### src/design/rgce_pkg.sv
// Shared types and constants for the rectangle grid cell enumerator.
// No dependencies; every other design file imports this package.
package rgce_pkg;

  localparam int COORD_W   = 24;  // rectangle coordinate width
  localparam int FRAC_BITS = 8;   // fraction bits of the coordinates
  localparam int CELL_W    = 16;  // cell index width
  localparam int CSIZE_W   = 13;  // cell size register width
  localparam int NUM_W     = COORD_W - FRAC_BITS + 1;  // whole-unit dividend, signed
  localparam int MAG_W     = NUM_W - 1;                // dividend magnitude
  localparam int S_DATA_W  = 4 * COORD_W + 2 * CELL_W;
  localparam int M_DATA_W  = 2 * CELL_W;
  localparam int M_USER_W  = 2;
  localparam int USER_FB    = 0;
  localparam int USER_TRUNC = 1;

  // register index; the register sits at byte address 4 * index
  localparam logic REG_CELL_SIZE = 1'b0;

  localparam logic [CSIZE_W-1:0] CELL_SIZE_RST = CSIZE_W'(32);

  typedef enum logic [1:0] {
    ST_IDLE,
    ST_DIV_ISSUE,
    ST_DIV_WAIT,
    ST_EMIT
  } state_t;

  typedef enum logic [1:0] {
    OP_COL_FIRST,
    OP_ROW_FIRST,
    OP_COL_FINAL,
    OP_ROW_FINAL
  } op_t;

  typedef struct packed {
    logic              start_fb;
    logic [CELL_W-1:0] fb_x;
    logic [CELL_W-1:0] fb_y;
    logic              load;
    op_t               op;
    logic [CELL_W-1:0] value;
    logic              advance;
  } scan_ctrl_t;

  typedef struct packed {
    logic [CELL_W-1:0] x;
    logic [CELL_W-1:0] y;
    logic              last;
    logic              fb;
    logic              trunc;
  } scan_out_t;

endpackage

### src/design/rgce_div.sv
// Shared iterative floor divider: signed whole-unit coordinate by cell size.
// One quotient bit per cycle, saturated to the cell index range. Uses rgce_pkg.
module rgce_div import rgce_pkg::*; (
  input  logic                    clk,
  input  logic                    rst,
  input  logic                    start,
  input  logic signed [NUM_W-1:0] num,
  input  logic [CSIZE_W-1:0]      den,
  output logic                    done,
  output logic [CELL_W-1:0]       quo
);

  localparam int STEP_W = $clog2(MAG_W);

  logic                busy;
  logic [STEP_W-1:0]   step;
  logic                neg;
  logic [MAG_W-1:0]    mag;
  logic [MAG_W-1:0]    q;
  logic [CSIZE_W-1:0]  rem;
  logic [CSIZE_W-1:0]  div_r;
  logic [CSIZE_W:0]    rem_sh;
  logic                fits;
  logic [CSIZE_W:0]    rem_sub;
  logic [NUM_W-1:0]    res;

  // floor(n/d) for negative n equals ~((~n)/d), so only a magnitude divide is needed
  assign rem_sh  = {rem, mag[MAG_W-1]};
  assign fits    = rem_sh >= {1'b0, div_r};
  assign rem_sub = rem_sh - {1'b0, div_r};

  always_ff @(posedge clk) begin
    if (rst) begin
      busy <= 1'b0;
      done <= 1'b0;
      step <= '0;
    end else begin
      done <= 1'b0;
      if (start && !busy) begin
        busy  <= 1'b1;
        step  <= '0;
        neg   <= num[NUM_W-1];
        mag   <= num[NUM_W-1] ? ~num[MAG_W-1:0] : num[MAG_W-1:0];
        div_r <= (den == '0) ? CSIZE_W'(1) : den;
        rem   <= '0;
        q     <= '0;
      end else if (busy) begin
        mag  <= {mag[MAG_W-2:0], 1'b0};
        q    <= {q[MAG_W-2:0], fits};
        rem  <= fits ? rem_sub[CSIZE_W-1:0] : rem_sh[CSIZE_W-1:0];
        step <= step + STEP_W'(1);
        if (step == STEP_W'(MAG_W - 1)) begin
          busy <= 1'b0;
          done <= 1'b1;
        end
      end
    end
  end

  always_comb begin
    res = neg ? ~{1'b0, q} : {1'b0, q};
    if (res[NUM_W-1] == res[NUM_W-2]) begin
      quo = res[CELL_W-1:0];
    end else if (res[NUM_W-1]) begin
      quo = {1'b1, {(CELL_W-1){1'b0}}};
    end else begin
      quo = {1'b0, {(CELL_W-1){1'b1}}};
    end
  end

endmodule

### src/design/rgce_scan.sv
// Cell range registers and scan cursor; forms the current result and its flags.
// Driven by the sequencer in the top level. Uses rgce_pkg.
module rgce_scan import rgce_pkg::*; #(
  parameter int MAX_CELLS = 64
) (
  input  logic       clk,
  input  logic       rst,
  input  scan_ctrl_t ctrl,
  output scan_out_t  res
);

  localparam int CNT_W = $clog2(MAX_CELLS + 1);

  logic [CELL_W-1:0] col_first;
  logic [CELL_W-1:0] col_final;
  logic [CELL_W-1:0] row_final;
  logic [CELL_W-1:0] col_now;
  logic [CELL_W-1:0] row_now;
  logic [CNT_W-1:0]  emitted_count;
  logic              fb;
  logic              end_of_range;
  logic              full;

  always_ff @(posedge clk) begin
    if (rst) begin
      col_first     <= '0;
      col_final     <= '0;
      row_final     <= '0;
      col_now       <= '0;
      row_now       <= '0;
      emitted_count <= '0;
      fb            <= 1'b0;
    end else if (ctrl.start_fb) begin
      col_now       <= ctrl.fb_x;
      row_now       <= ctrl.fb_y;
      fb            <= 1'b1;
      emitted_count <= '0;
    end else if (ctrl.load) begin
      unique case (ctrl.op)
        OP_COL_FIRST: begin
          col_first     <= ctrl.value;
          col_now       <= ctrl.value;
          fb            <= 1'b0;
          emitted_count <= '0;
        end
        OP_ROW_FIRST: row_now   <= ctrl.value;
        OP_COL_FINAL: col_final <= ctrl.value;
        OP_ROW_FINAL: row_final <= ctrl.value;
        default: ;
      endcase
    end else if (ctrl.advance) begin
      emitted_count <= emitted_count + CNT_W'(1);
      if (col_now == col_final) begin
        col_now <= col_first;
        row_now <= row_now + CELL_W'(1);
      end else begin
        col_now <= col_now + CELL_W'(1);
      end
    end
  end

  assign end_of_range = (col_now == col_final) && (row_now == row_final);
  assign full         = emitted_count == CNT_W'(MAX_CELLS - 1);

  assign res.x     = col_now;
  assign res.y     = row_now;
  assign res.last  = fb || end_of_range || full;
  assign res.fb    = fb;
  assign res.trunc = !fb && full && !end_of_range;

endmodule

### src/design/rect_grid_cell_enumerator_top.sv
// Top level of the rectangle grid cell enumerator: APB register, stream ports,
// sequencer. Instantiates rgce_div and rgce_scan; uses rgce_pkg.
//
//  Port group   Dir  Width  Contents
//  s_t*         in   128    one rectangle request plus its fallback cell
//  m_t*         out  32+2   one grid cell per beat, tlast on the final one
//  APB          in   32     cell_size register at byte address 0
//
// Flow: a request with zero or negative width or height shows its single
// fallback result on the cycle after acceptance. Otherwise the shared divider
// runs four floor divisions one after another, each an issue step, 16 quotient
// bits and a done step; results then leave at one per cycle, up to MAX_CELLS.
// s_tready is high only while idle. A low m_tready holds the current result.
// Reset: synchronous, clears the sequencer and the cell range; cell_size to 32.
module rect_grid_cell_enumerator_top import rgce_pkg::*; #(
  parameter int MAX_CELLS = 64
) (
  input  logic                clk,
  input  logic                rst,
  // request stream
  input  logic                s_tvalid,
  output logic                s_tready,
  // [23:0] rect_left, [47:24] rect_top, [71:48] rect_width,
  // [95:72] rect_height, [111:96] fallback_x, [127:112] fallback_y
  input  logic [S_DATA_W-1:0] s_tdata,
  // result stream
  output logic                m_tvalid,
  input  logic                m_tready,
  output logic [M_DATA_W-1:0] m_tdata,  // [15:0] cell_x, [31:16] cell_y
  output logic                m_tlast,  // last_cell
  output logic [M_USER_W-1:0] m_tuser,  // [0] used_fallback, [1] truncated
  // configuration
  input  logic                psel,
  input  logic                penable,
  input  logic                pwrite,
  input  logic [2:0]          paddr,
  input  logic [31:0]         pwdata,
  output logic [31:0]         prdata,
  output logic                pready
);

  state_t                  state, state_next;
  op_t                     op_sel;
  logic [CSIZE_W-1:0]      cell_size;
  logic signed [NUM_W-1:0] num [4];

  logic                    s_acc;
  logic                    m_acc;
  logic                    empty;
  logic                    div_start;
  logic                    div_done;
  logic [CELL_W-1:0]       div_quo;
  scan_ctrl_t              ctrl;
  scan_out_t               res;

  // request fields
  logic signed [COORD_W-1:0] in_left, in_top, in_w, in_h;
  logic [COORD_W:0]          left_x, top_x, col_end, row_end;

  assign in_left = s_tdata[COORD_W-1:0];
  assign in_top  = s_tdata[2*COORD_W-1:COORD_W];
  assign in_w    = s_tdata[3*COORD_W-1:2*COORD_W];
  assign in_h    = s_tdata[4*COORD_W-1:3*COORD_W];

  // far edge pulled in by one LSB so an edge on a cell border stays in the near cell
  assign left_x  = {in_left[COORD_W-1], in_left};
  assign top_x   = {in_top[COORD_W-1], in_top};
  assign col_end = left_x + {in_w[COORD_W-1], in_w} - (COORD_W + 1)'(1);
  assign row_end = top_x + {in_h[COORD_W-1], in_h} - (COORD_W + 1)'(1);

  assign empty = in_w[COORD_W-1] || (in_w == '0) || in_h[COORD_W-1] || (in_h == '0);
  assign s_acc = s_tvalid && s_tready;
  assign m_acc = m_tvalid && m_tready;

  // APB register; the cell edge in fixed point is cell_size << FRAC_BITS, so
  // dividing the whole-unit part of a coordinate by cell_size gives the same floor
  assign pready = 1'b1;
  always_ff @(posedge clk) begin
    if (rst) begin
      cell_size <= CELL_SIZE_RST;
    end else if (psel && penable && pwrite && pready && paddr[2] == REG_CELL_SIZE) begin
      cell_size <= pwdata[CSIZE_W-1:0];
    end
  end
  assign prdata = (paddr[2] == REG_CELL_SIZE) ? {{(32-CSIZE_W){1'b0}}, cell_size} : '0;

  // capture the four dividends when a request is taken
  always_ff @(posedge clk) begin
    if (s_acc) begin
      num[OP_COL_FIRST] <= left_x[COORD_W:FRAC_BITS];
      num[OP_ROW_FIRST] <= top_x[COORD_W:FRAC_BITS];
      num[OP_COL_FINAL] <= col_end[COORD_W:FRAC_BITS];
      num[OP_ROW_FINAL] <= row_end[COORD_W:FRAC_BITS];
    end
  end

  // sequencer state and division index
  always_ff @(posedge clk) begin
    if (rst) begin
      state  <= ST_IDLE;
      op_sel <= OP_COL_FIRST;
    end else begin
      state <= state_next;
      if (s_acc) begin
        op_sel <= OP_COL_FIRST;
      end else if (state == ST_DIV_WAIT && div_done && op_sel != OP_ROW_FINAL) begin
        op_sel <= op_t'(op_sel + 2'd1);
      end
    end
  end

  always_comb begin
    state_next = state;
    unique case (state)
      ST_IDLE: begin
        if (s_acc) begin
          state_next = empty ? ST_EMIT : ST_DIV_ISSUE;
        end
      end
      ST_DIV_ISSUE: state_next = ST_DIV_WAIT;
      ST_DIV_WAIT: begin
        if (div_done) begin
          state_next = (op_sel == OP_ROW_FINAL) ? ST_EMIT : ST_DIV_ISSUE;
        end
      end
      ST_EMIT: begin
        if (m_acc && res.last) begin
          state_next = ST_IDLE;
        end
      end
      default: state_next = ST_IDLE;
    endcase
  end

  // control outputs
  always_comb begin
    s_tready      = 1'b0;
    m_tvalid      = 1'b0;
    div_start     = 1'b0;
    ctrl.start_fb = 1'b0;
    ctrl.fb_x     = s_tdata[4*COORD_W+CELL_W-1:4*COORD_W];
    ctrl.fb_y     = s_tdata[S_DATA_W-1:4*COORD_W+CELL_W];
    ctrl.load     = 1'b0;
    ctrl.op       = op_sel;
    ctrl.value    = div_quo;
    ctrl.advance  = 1'b0;
    unique case (state)
      ST_IDLE: begin
        s_tready      = 1'b1;
        ctrl.start_fb = s_tvalid && empty;
      end
      ST_DIV_ISSUE: div_start = 1'b1;
      ST_DIV_WAIT:  ctrl.load = div_done;
      ST_EMIT: begin
        m_tvalid     = 1'b1;
        ctrl.advance = m_tready && !res.last;  // hold the cursor on the final cell
      end
      default: ;
    endcase
  end

  rgce_div u_div (
    .clk   (clk),
    .rst   (rst),
    .start (div_start),
    .num   (num[op_sel]),
    .den   (cell_size),
    .done  (div_done),
    .quo   (div_quo)
  );

  rgce_scan #(
    .MAX_CELLS (MAX_CELLS)
  ) u_scan (
    .clk  (clk),
    .rst  (rst),
    .ctrl (ctrl),
    .res  (res)
  );

  assign m_tdata             = {res.y, res.x};
  assign m_tlast             = res.last;
  assign m_tuser[USER_FB]    = res.fb;
  assign m_tuser[USER_TRUNC] = res.trunc;

  // requests and results never overlap
  a_no_overlap: assert property (@(posedge clk) disable iff (rst)
    !(s_tready && m_tvalid))
    else $error("request taken while a result is pending");

  // a fallback result is always the only one
  a_fb_last: assert property (@(posedge clk) disable iff (rst)
    (m_tvalid && m_tuser[USER_FB]) |-> m_tlast)
    else $error("fallback result not marked last");

  // truncation appears only on the final, non-fallback result
  a_trunc_last: assert property (@(posedge clk) disable iff (rst)
    (m_tvalid && m_tuser[USER_TRUNC]) |-> (m_tlast && !m_tuser[USER_FB]))
    else $error("truncated flag on a non-final or fallback result");

  // the final result returns the block to idle
  a_back_idle: assert property (@(posedge clk) disable iff (rst)
    (m_tvalid && m_tready && m_tlast) |=> s_tready)
    else $error("not idle after the final result");

endmodule
### config.mk
export PLATFORM = sky130hd
export DESIGN_NAME = rect_grid_cell_enumerator_top
export DESIGN_NICKNAME = d
export VERILOG_FILES = /design/src/design/rgce_pkg.sv /design/src/design/rgce_div.sv /design/src/design/rgce_scan.sv /design/src/design/rect_grid_cell_enumerator_top.sv
export SDC_FILE = /design/constraint.sdc
export NUM_CORES = 1
export LEC_CHECK = 0
export ABC_AREA = 1
export BUFFER_PORTS_ARGS = -buffer_cell sky130_fd_sc_hd__buf_2
export CAP_MARGIN = 20
export CORE_MARGIN = 5
export CORE_UTILIZATION = 60
export CTS_CLUSTER_SIZE = 24
export DETAILED_ROUTE_END_ITERATION = 8
export PLACE_DENSITY_LB_ADDON = 0.2
export SYNTH_ARGS = -nofsm -noshare
export SYNTH_HDL_FRONTEND = slang
export SYNTH_HIERARCHICAL = 1
export SYNTH_SLANG_ARGS = --single-unit
### constraint.sdc
create_clock -name clk -period 8.5 [get_ports clk]
set_input_delay 2.125 -clock clk [delete_from_list [all_inputs] [get_ports clk]]
set_output_delay 2.125 -clock clk [all_outputs]
set_load 0.05 [all_outputs]
==> results of run 1 <==
worst reg2reg max path, stage by stage, from the launching register on:
cell and delay (ps):
dfxtp_1 440, inv_1 100, nand2_1 70, nand2_1 50
nor2_1 140, nand2_1 120, nor2_4 220, nand2_4 260
inv_1 240, nand3_1 170, nand3_1 150, nor2_1 70
inv_1 120, nor2_1 100, nor2_1 310, inv_1 120
nor2_1 110, buf_4 290, inv_1 280, o21ai_0 290
a31oi_1 80
area by class of cell:
| type | instances | area share |
|---|---|---|
| clock inverter | 16 | 0.0108 |
| timing repair buffer | 206 | 0.0563 |
| sequential | 238 | 0.322 |
| multi-input combinational | 1596 | 0.452 |
| tap | 372 | 0.0249 |
| clock buffer | 33 | 0.0407 |
| inverter | 462 | 0.0928 |
worst max-delay path by stage:
stage               slack (ps)  depth (start not counted)        start                    to
floorplan                 2200                         10     s_tvalid    u_scan/row_now[11]
global placement          3210                         14  s_tdata[95]   u_scan/col_final[1]
detailed placement        3110                         14  s_tdata[95]   u_scan/col_final[1]
CTS                       3590                         14  s_tdata[95]  u_scan/col_final[13]
global route              3260                         14  s_tdata[95]  u_scan/col_final[13]
finish                    3480                         14  s_tdata[95]  u_scan/col_final[13]
stage by stage:
| step | instances | instance area, sq um | utilization | total power [mW] |
|---|---|---|---|---|
| 2_1_floorplan | 2385 | 16700 | - | 3.18 |
| 3_3_place_gp | 2873 | 17700 | 0.653 | 3.61 |
| 3_5_place_dp | 2873 | 17700 | 0.653 | 3.67 |
| 4_1_cts | 2922 | 18700 | 0.689 | 4.91 |
| 5_1_grt | 2923 | 18700 | 0.689 | 5.24 |
| 6_report | 2923 | 18700 | 0.689 | 4.91 |
cells in the final DEF, fill, tap and decap left out, types with 13 or more instances in the layout:
cell,instances
nand2_1,486
inv_1,451
nor2_1,313
buf_2,198
o21ai_0,178
a21oi_1,136
edfxtp_1,125
dfxtp_1,113
ha_1,110
nand3_1,89
xnor2_1,35
nand4_1,34
clkbuf_16,29
xor2_1,26
nand2_2,20
conb_1,20
o22ai_1,18
nor3_1,17
nor2_2,16
o211ai_1,13
registers in the layout, summed over array words and instances (netlist names), 16 cells and up, named ones only:
name	cells
num	66
u_div/mag	16
u_div/q	16
u_scan/col_final	16
u_scan/col_first	16
u_scan/col_now	16
u_scan/row_final	16
u_scan/row_now	16
layer usage:
| layer | track usage | vias up | wire, um |
|---|---|---|---|
| met1 | 0.360 | 7102 | 18500 |
| met4 | 0.0783 | 2 | 1110 |
| met3 | 0.0349 | 82 | 2990 |
| met2 | 0.495 | 546 | 21900 |
| li1 | - | 7814 | - |
| met5 | 0 | - | 13 |
power breakdown:
group | internal (mW) | leakage (nW) | total [mW] | switching (mW)
Combinational | 0.611 | 6.68 | 2.00 | 1.39
Sequential | 1.52 | 2.09 | 1.68 | 0.156
Clock | 0.760 | 0.462 | 1.23 | 0.469
Total | 2.89 | 9.23 | 4.91 | 2.01
cells by family (layout without fill, tap and decap cells):
logic type	Yosys count	count (layout)
adders and majority gates	111	111
xor gates and xnor gates	61	61
buffers and inverters	551	717
and+or+nand+nor	1010	1010
other	2	20
DFF	238	238
AOI/OAI and AO/OA	394	394
==> results_dict.tcl, run 1 <==
set metrics [dict create \
    status "finished clean" \
    ys_top_cells_by_area "edfxtp_1 23%, dfxtp_1 14%, nand2_1 11%" \
    holdWs_ps 458 \
    cp.required_ps 8950 \
    ctsHtreeMaxLevel 1 \
    dr.pass1.iters 8 \
    avgSynthCellArea_sq_um 7.01 \
    drt-initial-drc-count 1313 \
    yosysTopAreaCell "edfxtp_1" \
    async_flop_share 0 \
    ys_types 54 \
    clk_latency_ps 520 \
    hold_class "reg2reg" \
    power.leakage_nw 9.23 \
    yosysMostFrequentCell "nand2_1" \
    ys_seq_elements 238 \
    grt_setup_unrepaired "no" \
    cts-resized-gates 0 \
    hold_viol_final 0 \
    finalCritPeriodShare 0.590 \
    period_minus_slack_ps 5020 \
    clk_pin_slew_ps 60 \
    final-setup-viol-count 0 \
    fin_skew_ps 9.20 \
    syn_to_final_growth_pct 12.6 \
    postCtsSetupRepairBufs 0 \
    synth-simple-area-share 0.257 \
    crit-reg2reg-launch "u_scan/col_now[6]" \
    endpoint_kind "flip-flop" \
    slew_headroom 0.278 \
    route.vias.total 15500 \
    place_hpwl_um 34700 \
    clock-root-buffer "clkbuf_16" \
    synth_top_family_by_area "simple AND/OR/NAND/NOR gates" \
    hold_depth 2 \
    crit_type "in2reg" \
    nets 2812 \
    yosys-mux-area-fraction 0 \
    layout-drive-gt1-share 0.128 \
    grt_pass1_vias 14900 \
    synth_xor_xnor_area_share 0.0322 \
    n_antenna_cell 0 \
    dp_slack_ps 3110 \
    grt_max_degree 72 \
    cp_slowest_stage_delay_ps 930 \
    synth_cells 2367 \
    vdd_drop_max_mv 0.157 \
    start_kind "primary input" \
    cap_violations 0 \
    grt_overflow 0 \
    initial_utilization 0.612 \
    path_cells "buf_2, nor2_1, nand2_1, nor2_1, nand3_1, nand3_1, nand2_1, inv_1, buf_4, nor2_2, nand3_1, inv_1, o21ai_0, a21oi_1" \
    cp_num_buf_inv 4 \
    final.fill_count 2344 \
    crit_arrival_ps 5470 \
    regToRegSetupSlack_ps 4640 \
    cp_top_family "simple AND/OR/NAND/NOR gates" \
    clk_path_buf_depth 3 \
    grt_antenna_before_repair 1 \
    tightest_slew_ps 1080 \
    rows 60 \
    seq_area_frac_synth 0.363 \
    grt_pass1_wl_um 71700 \
    synthAdderAreaFrac 0.0842 \
    vias_per_cell 5.32 \
    worstRegToRegCells 20 \
    layout_setup_ws_ps 3480 \
    die_y_um 176 \
    io_pins 240 \
    synth_top_cell_area_share 0.226 \
    coreArea_sq_um 27100 \
    totalWireLength_um 44500 \
    synthTopCellsByCount "486 x nand2_1, 451 x inv_1, 314 x nor2_1, 179 x o21ai_0, 137 x a21oi_1" \
    path_common_cell "nand3_1" \
    slew_viol_final 0 \
    holdCritStartpoint "u_scan/col_first[2]" \
    critPathSlowestCell "nand3_1" \
    setup_tns_ps 0 \
    wire_per_inst_um 15.2 \
    gp_congestion 0.924 \
    synth_compound_area_frac 0.130 \
    seqCellArea_sq_um 6020 \
    numCtsBuffers 27 \
    hold_end "u_scan/col_first[2]" \
    fmax_mhz 199 \
    io_buffers 198 \
    ant_nets 0 \
    synth_area_sq_um 16600 \
    synthFlopType "edfxtp_1" \
    grt_usage 0.279 \
    hold_buffers 0 \
    die-area_sq_um 31100 \
    remaining_drc_errors 0 \
    worstPathMaxFanout 31 \
    ys_warn_count 6 \
    cts_tree "done" \
    p_per_area_nw_per_um2 263 \
    cts.sinks 238 \
    multiInputGateArea_sq_um 8450 \
    die_x_um 176 \
    synth_edf_count 125 \
    r2r_end "u_scan/col_now[2]" \
]
No activity file was read; power rests on OpenSTA's default activity.
==> run 2, diff against run 1 <==
Settings changed: CORE_UTILIZATION 60 to 59.
Clock period 8.5 ns to 5.1 ns, I/O delays scaled along.
==> run 2 against run 1 <==
Combinational power grew 66%. Final area fell by 0.37%. Critical path depth fell by 3. Total power up 63%. Critical path type is now reg2out. Count of clock-buffer cells in the layout is 4 lower. Die area increased by 1.6%. Non-clock buffer count grew 4. Largest power group unchanged.
==> results_dict.tcl, run 2 (synthesis gave the netlist of run 1 again) <==
set metrics [dict create \
    critPathSlowestCell "dfxtp_1" \
    cts-resized-gates 0 \
    clk_latency_ps 540 \
    fmax_mhz 242 \
    layout-drive-gt1-share 0.128 \
    ctsHtreeMaxLevel 1 \
    hold_viol_final 0 \
    vdd_drop_max_mv 0.221 \
    cts_tree "done" \
    p_per_area_nw_per_um2 428 \
    hold_buffers 0 \
    postCtsSetupRepairBufs 0 \
    path_cells "inv_1, nand2_1, nand2_1, nor2_1, nand2_1, nor2_4, nand2_4, inv_1, nand3_1, nand3_1, buf_2" \
    tightest_slew_ps 1080 \
    endpoint_kind "output pin" \
    clk_path_buf_depth 3 \
    remaining_drc_errors 0 \
    numCtsBuffers 26 \
    start_kind "flip-flop" \
    ant_nets 0 \
    coreArea_sq_um 27800 \
    gp_congestion 0.972 \
    largest-register "num" \
    cp_slowest_stage_delay_ps 490 \
    largest_register_ffs 66 \
    grt_antenna_before_repair 0 \
    fin_skew_ps 16.9 \
    nets 2815 \
    die-area_sq_um 31600 \
    grt_overflow 0 \
    finalCritPeriodShare 0.811 \
    cp.required_ps 3830 \
    clk_pin_slew_ps 60 \
    cap_violations 0 \
    grt_setup_unrepaired "no" \
    final_cell_mix "486 x nand2_1, 451 x inv_1, 313 x nor2_1" \
    status "finished clean" \
    io_pins 240 \
    route.vias.total 15400 \
    wire_per_inst_um 14.9 \
    grt_pass1_vias 14700 \
    busiest_layer "met2" \
    drt-initial-drc-count 1295 \
    met3_usage 0.0343 \
    io_buffers 198 \
    gr-usage-met1 0.354 \
    cts.sinks 238 \
    utilization 0.670 \
    initial_utilization 0.597 \
    setup_tns_ps 0 \
    hold_class "reg2reg" \
    crit_type "reg2out" \
    n_antenna_cell 0 \
    crit_arrival_ps 2860 \
    place_hpwl_um 34100 \
    worstPathMaxFanout 27 \
    slew_headroom 0.272 \
    regToRegSetupSlack_ps 980 \
    path_common_cell "nand2_1" \
    clock-root-buffer "clkbuf_16" \
    total_power_mw 7.97 \
    syn_to_final_growth_pct 12.2 \
    final_common_cell "nand2_1" \
    die_y_um 178 \
    rows 61 \
    grt_max_degree 68 \
    grt_use_met2 0.475 \
    vias_per_cell 5.26 \
    grt_usage 0.272 \
    final-setup-viol-count 0 \
    placedInstanceArea_sq_um 17700 \
    slew_viol_final 0 \
    grt_pass1_wl_um 70400 \
    period_minus_slack_ps 4140 \
    dr.pass1.iters 6 \
    totalWireLength_um 43700 \
    power.leakage_nw 9.19 \
    final_area_sq_um 18600 \
    die_x_um 178 \
]
[run 2: per-stage QoR]
step	setup slack (ps)	cells	hold WS (ps)
global placement	1180	2883	438
CTS	952	2931	455
finish	963	2932	454
global route	633	2932	475
floorplan	761	2385	430
detailed placement	1080	2883	441
[run 2: area by class of cell]
class | instances | area (sq um)
Sequential cell | 238 | 6020
Tap cell | 378 | 473
Timing Repair Buffer | 210 | 1080
Multi-Input combinational cell | 1596 | 8450
Clock buffer | 29 | 662
Clock inverter | 19 | 194
Inverter | 462 | 1730
Fill cell | 2513 | 9170
[run 2: worst max-delay path: cells and delay by family, from the launching register on]
family	cells	cell delay [ps]
flip-flops	1	490
buffers and inverters	3	590
AND/OR/NAND/NOR	8	1240
[run 2: routing by layer]
| metal | routed length (um) | share of wire |
|---|---|---|
| met5 | 0 | 0 |
| met1 | 18400 | 0.42 |
| met3 | 2590 | 0.059 |
| met4 | 1300 | 0.030 |
| met2 | 21400 | 0.49 |
[run 2: path summary, 6_finish.rpt]
path                                         from                end  depth (start not counted)
worst max-delay path            u_scan/col_now[0]            m_tlast                         11
worst min-delay path                 cell_size[2]     u_div/div_r[2]                          0
worst max register to register  u_scan/col_now[0]  u_scan/col_now[2]                         20
worst min register to register       cell_size[2]     u_div/div_r[2]                          0
[run 2: power by group]
group	switching [mW]	leakage, nW	internal (mW)
clock network	0.771	0.403	1.09
logic	2.30	6.70	1.02
registers	0.256	2.09	2.53
total	3.33	9.19	4.65
==> run 3, diff against run 2 <==
Clock period 5.1 ns to 4.1 ns, I/O delays scaled along.
==> run 3 against run 2 <==
Register-to-register slack worse by 230 ps. Wire length is 2.0% lower. Setup slack worse by 330 ps. Critical path depth stayed put. Count of clock-buffer cells in the layout is 7 higher. Global-route usage is 0.72 points lower. Hold slack better by 6.6 ps. Sequential share of layout area hardly changed. Sequential power is 24% higher.
==> results_dict.tcl, run 3 (synthesis gave the netlist of run 1 again) <==
set metrics [dict create \
    status "finished clean" \
    nets 2818 \
    clock-root-buffer "clkbuf_16" \
    hold_buffers 0 \
    path_cells "inv_1, nand2_1, nand2_1, nor2_1, nand2_1, nor2_4, nand2_4, inv_1, nand3_1, nand3_1, buf_2" \
    grt_usage 0.265 \
    postCtsSetupRepairBufs 0 \
    start_kind "flip-flop" \
    io_pins 240 \
    busiest_layer "met2" \
    fin_skew_ps 21.6 \
    slew_viol_final 0 \
    dr.pass1.iters 8 \
    setup_tns_ps 0 \
    hold_class "reg2reg" \
    dp_slack_ps 436 \
    met3_usage 0.0303 \
    crit_arrival_ps 2450 \
    clk_latency_ps 540 \
    grt_setup_unrepaired "no" \
    die_y_um 178 \
    endpoint_kind "output pin" \
    cap_violations 0 \
    ant_nets 0 \
    cts_tree "done" \
    gr-usage-met1 0.344 \
    cts-resized-gates 0 \
    numCtsBuffers 26 \
    final-setup-viol-count 0 \
    final_area_sq_um 18600 \
    gp_congestion 0.962 \
    tightest_slew_ps 1100 \
    vias_per_cell 5.30 \
    syn_to_final_growth_pct 12.1 \
    p_per_area_nw_per_um2 528 \
    period_minus_slack_ps 3470 \
    rows 61 \
    critPathCapture "m_tlast" \
    coreArea_sq_um 27800 \
    wire_per_inst_um 14.6 \
    io_buffers 198 \
    r2r_end "u_scan/col_now[3]" \
    utilization 0.669 \
    cts.sinks 238 \
    die-area_sq_um 31600 \
    slew_headroom 0.257 \
    crit-reg2reg-launch "u_scan/col_now[0]" \
    n_antenna_cell 0 \
    hold_viol_final 0 \
    grt_use_met2 0.467 \
    crit_type "reg2out" \
    clk_path_buf_depth 3 \
    final_common_cell "nand2_1" \
    largest-register "num" \
    fmax_mhz 288 \
    layout_setup_ws_ps 629 \
    grt_max_degree 72 \
    worstPathMaxFanout 7 \
    totalWireLength_um 42800 \
    path_common_cell "nand2_1" \
    vdd_drop_max_mv 0.389 \
    cp.required_ps 3070 \
    power.leakage_nw 9.20 \
    worstRegToRegCells 19 \
    die_x_um 178 \
    drt-initial-drc-count 1282 \
    cp_slowest_stage_delay_ps 470 \
    ctsHtreeMaxLevel 1 \
    grt_pass1_vias 14600 \
    largest_register_ffs 66 \
    regToRegSetupSlack_ps 750 \
    remaining_drc_errors 0 \
    layout-drive-gt1-share 0.128 \
    clk_pin_slew_ps 70 \
    final_cell_mix "486 x nand2_1, 451 x inv_1, 313 x nor2_1" \
    place_hpwl_um 33500 \
    critPathSlowestCell "dfxtp_1" \
    placedInstanceArea_sq_um 17800 \
    finalCritPeriodShare 0.847 \
    route.vias.total 15600 \
    grt_pass1_wl_um 68900 \
    grt_antenna_before_repair 0 \
    initial_utilization 0.597 \
    final.fill_count 2522 \
    grt_overflow 0 \
    crit_start "u_scan/col_now[0]" \
]
==> run 3: cell types whose count changed in the layout (fill, tap and decap cells not counted), sizes merged <==
cell / previous run / this run
clkbuf: 29 / 36
clkinvlp: 7 / 2
buf: 210 / 213
bufinv: 3 / 0
clkinv: 8 / 6
inv: 463 / 464
==> run 3: critical path: cells and delay by family (launching register included) <==
kind,cells,cell delay (ps)
buffers and inverters,3,510
DFF,1,470
and+or+nand+nor,8,950
==> run 3: layer usage <==
| metal | part of all wire | wire length [um] | vias up |
|---|---|---|---|
| li1 | - | - | 7834 |
| met2 | 0.49 | 20800 | 516 |
| met1 | 0.43 | 18300 | 7112 |
| met3 | 0.060 | 2580 | 92 |
| met4 | 0.028 | 1220 | 0 |
| met5 | 0 | 0 | - |
==> run 3: how the worst min path moves through the flow <==
stage                        startpoint                   to  slack (ps)  cells after the start
detailed placement  u_scan/col_first[2]  u_scan/col_first[2]         450                      2
CTS                 u_scan/col_first[2]  u_scan/col_first[2]         460                      2
finish              u_scan/col_first[2]  u_scan/col_first[2]         460                      2
global placement    u_scan/col_first[9]  u_scan/col_first[9]         440                      2
floorplan           u_scan/col_first[2]  u_scan/col_first[2]         430                      2
global route        u_scan/col_first[2]  u_scan/col_first[2]         470                      2
==> run 3: metrics by stage <==
stage | hold slack, ps | cells | total power [mW]
final | 461 | 2933 | 9.83
after global routing | 470 | 2933 | 10.5
after CTS | 456 | 2933 | 9.83
after detailed placement | 446 | 2887 | 7.59
after global placement | 441 | 2887 | 7.49
after floorplan | 430 | 2385 | 6.59
==> run 3: layout make-up <==
cell class              instances  area [sq um]  share of cell area
flip-flops and latches        238          6020               0.323
multi-input cells            1596          8450               0.454
well taps                     378           473              0.0254
inverters                     462          1730              0.0933
repair buffers                213          1100              0.0593
clock inverters                10          80.1             0.00431
clock buffers                  36           739              0.0398
==> run 3: report_power, final <==
group          leakage (nW)  internal (mW)  total [mW]  switching [mW]
clock network         0.397           1.27        2.22           0.955
logic                  6.72           1.28        4.14            2.86
registers              2.09           3.15        3.47           0.315
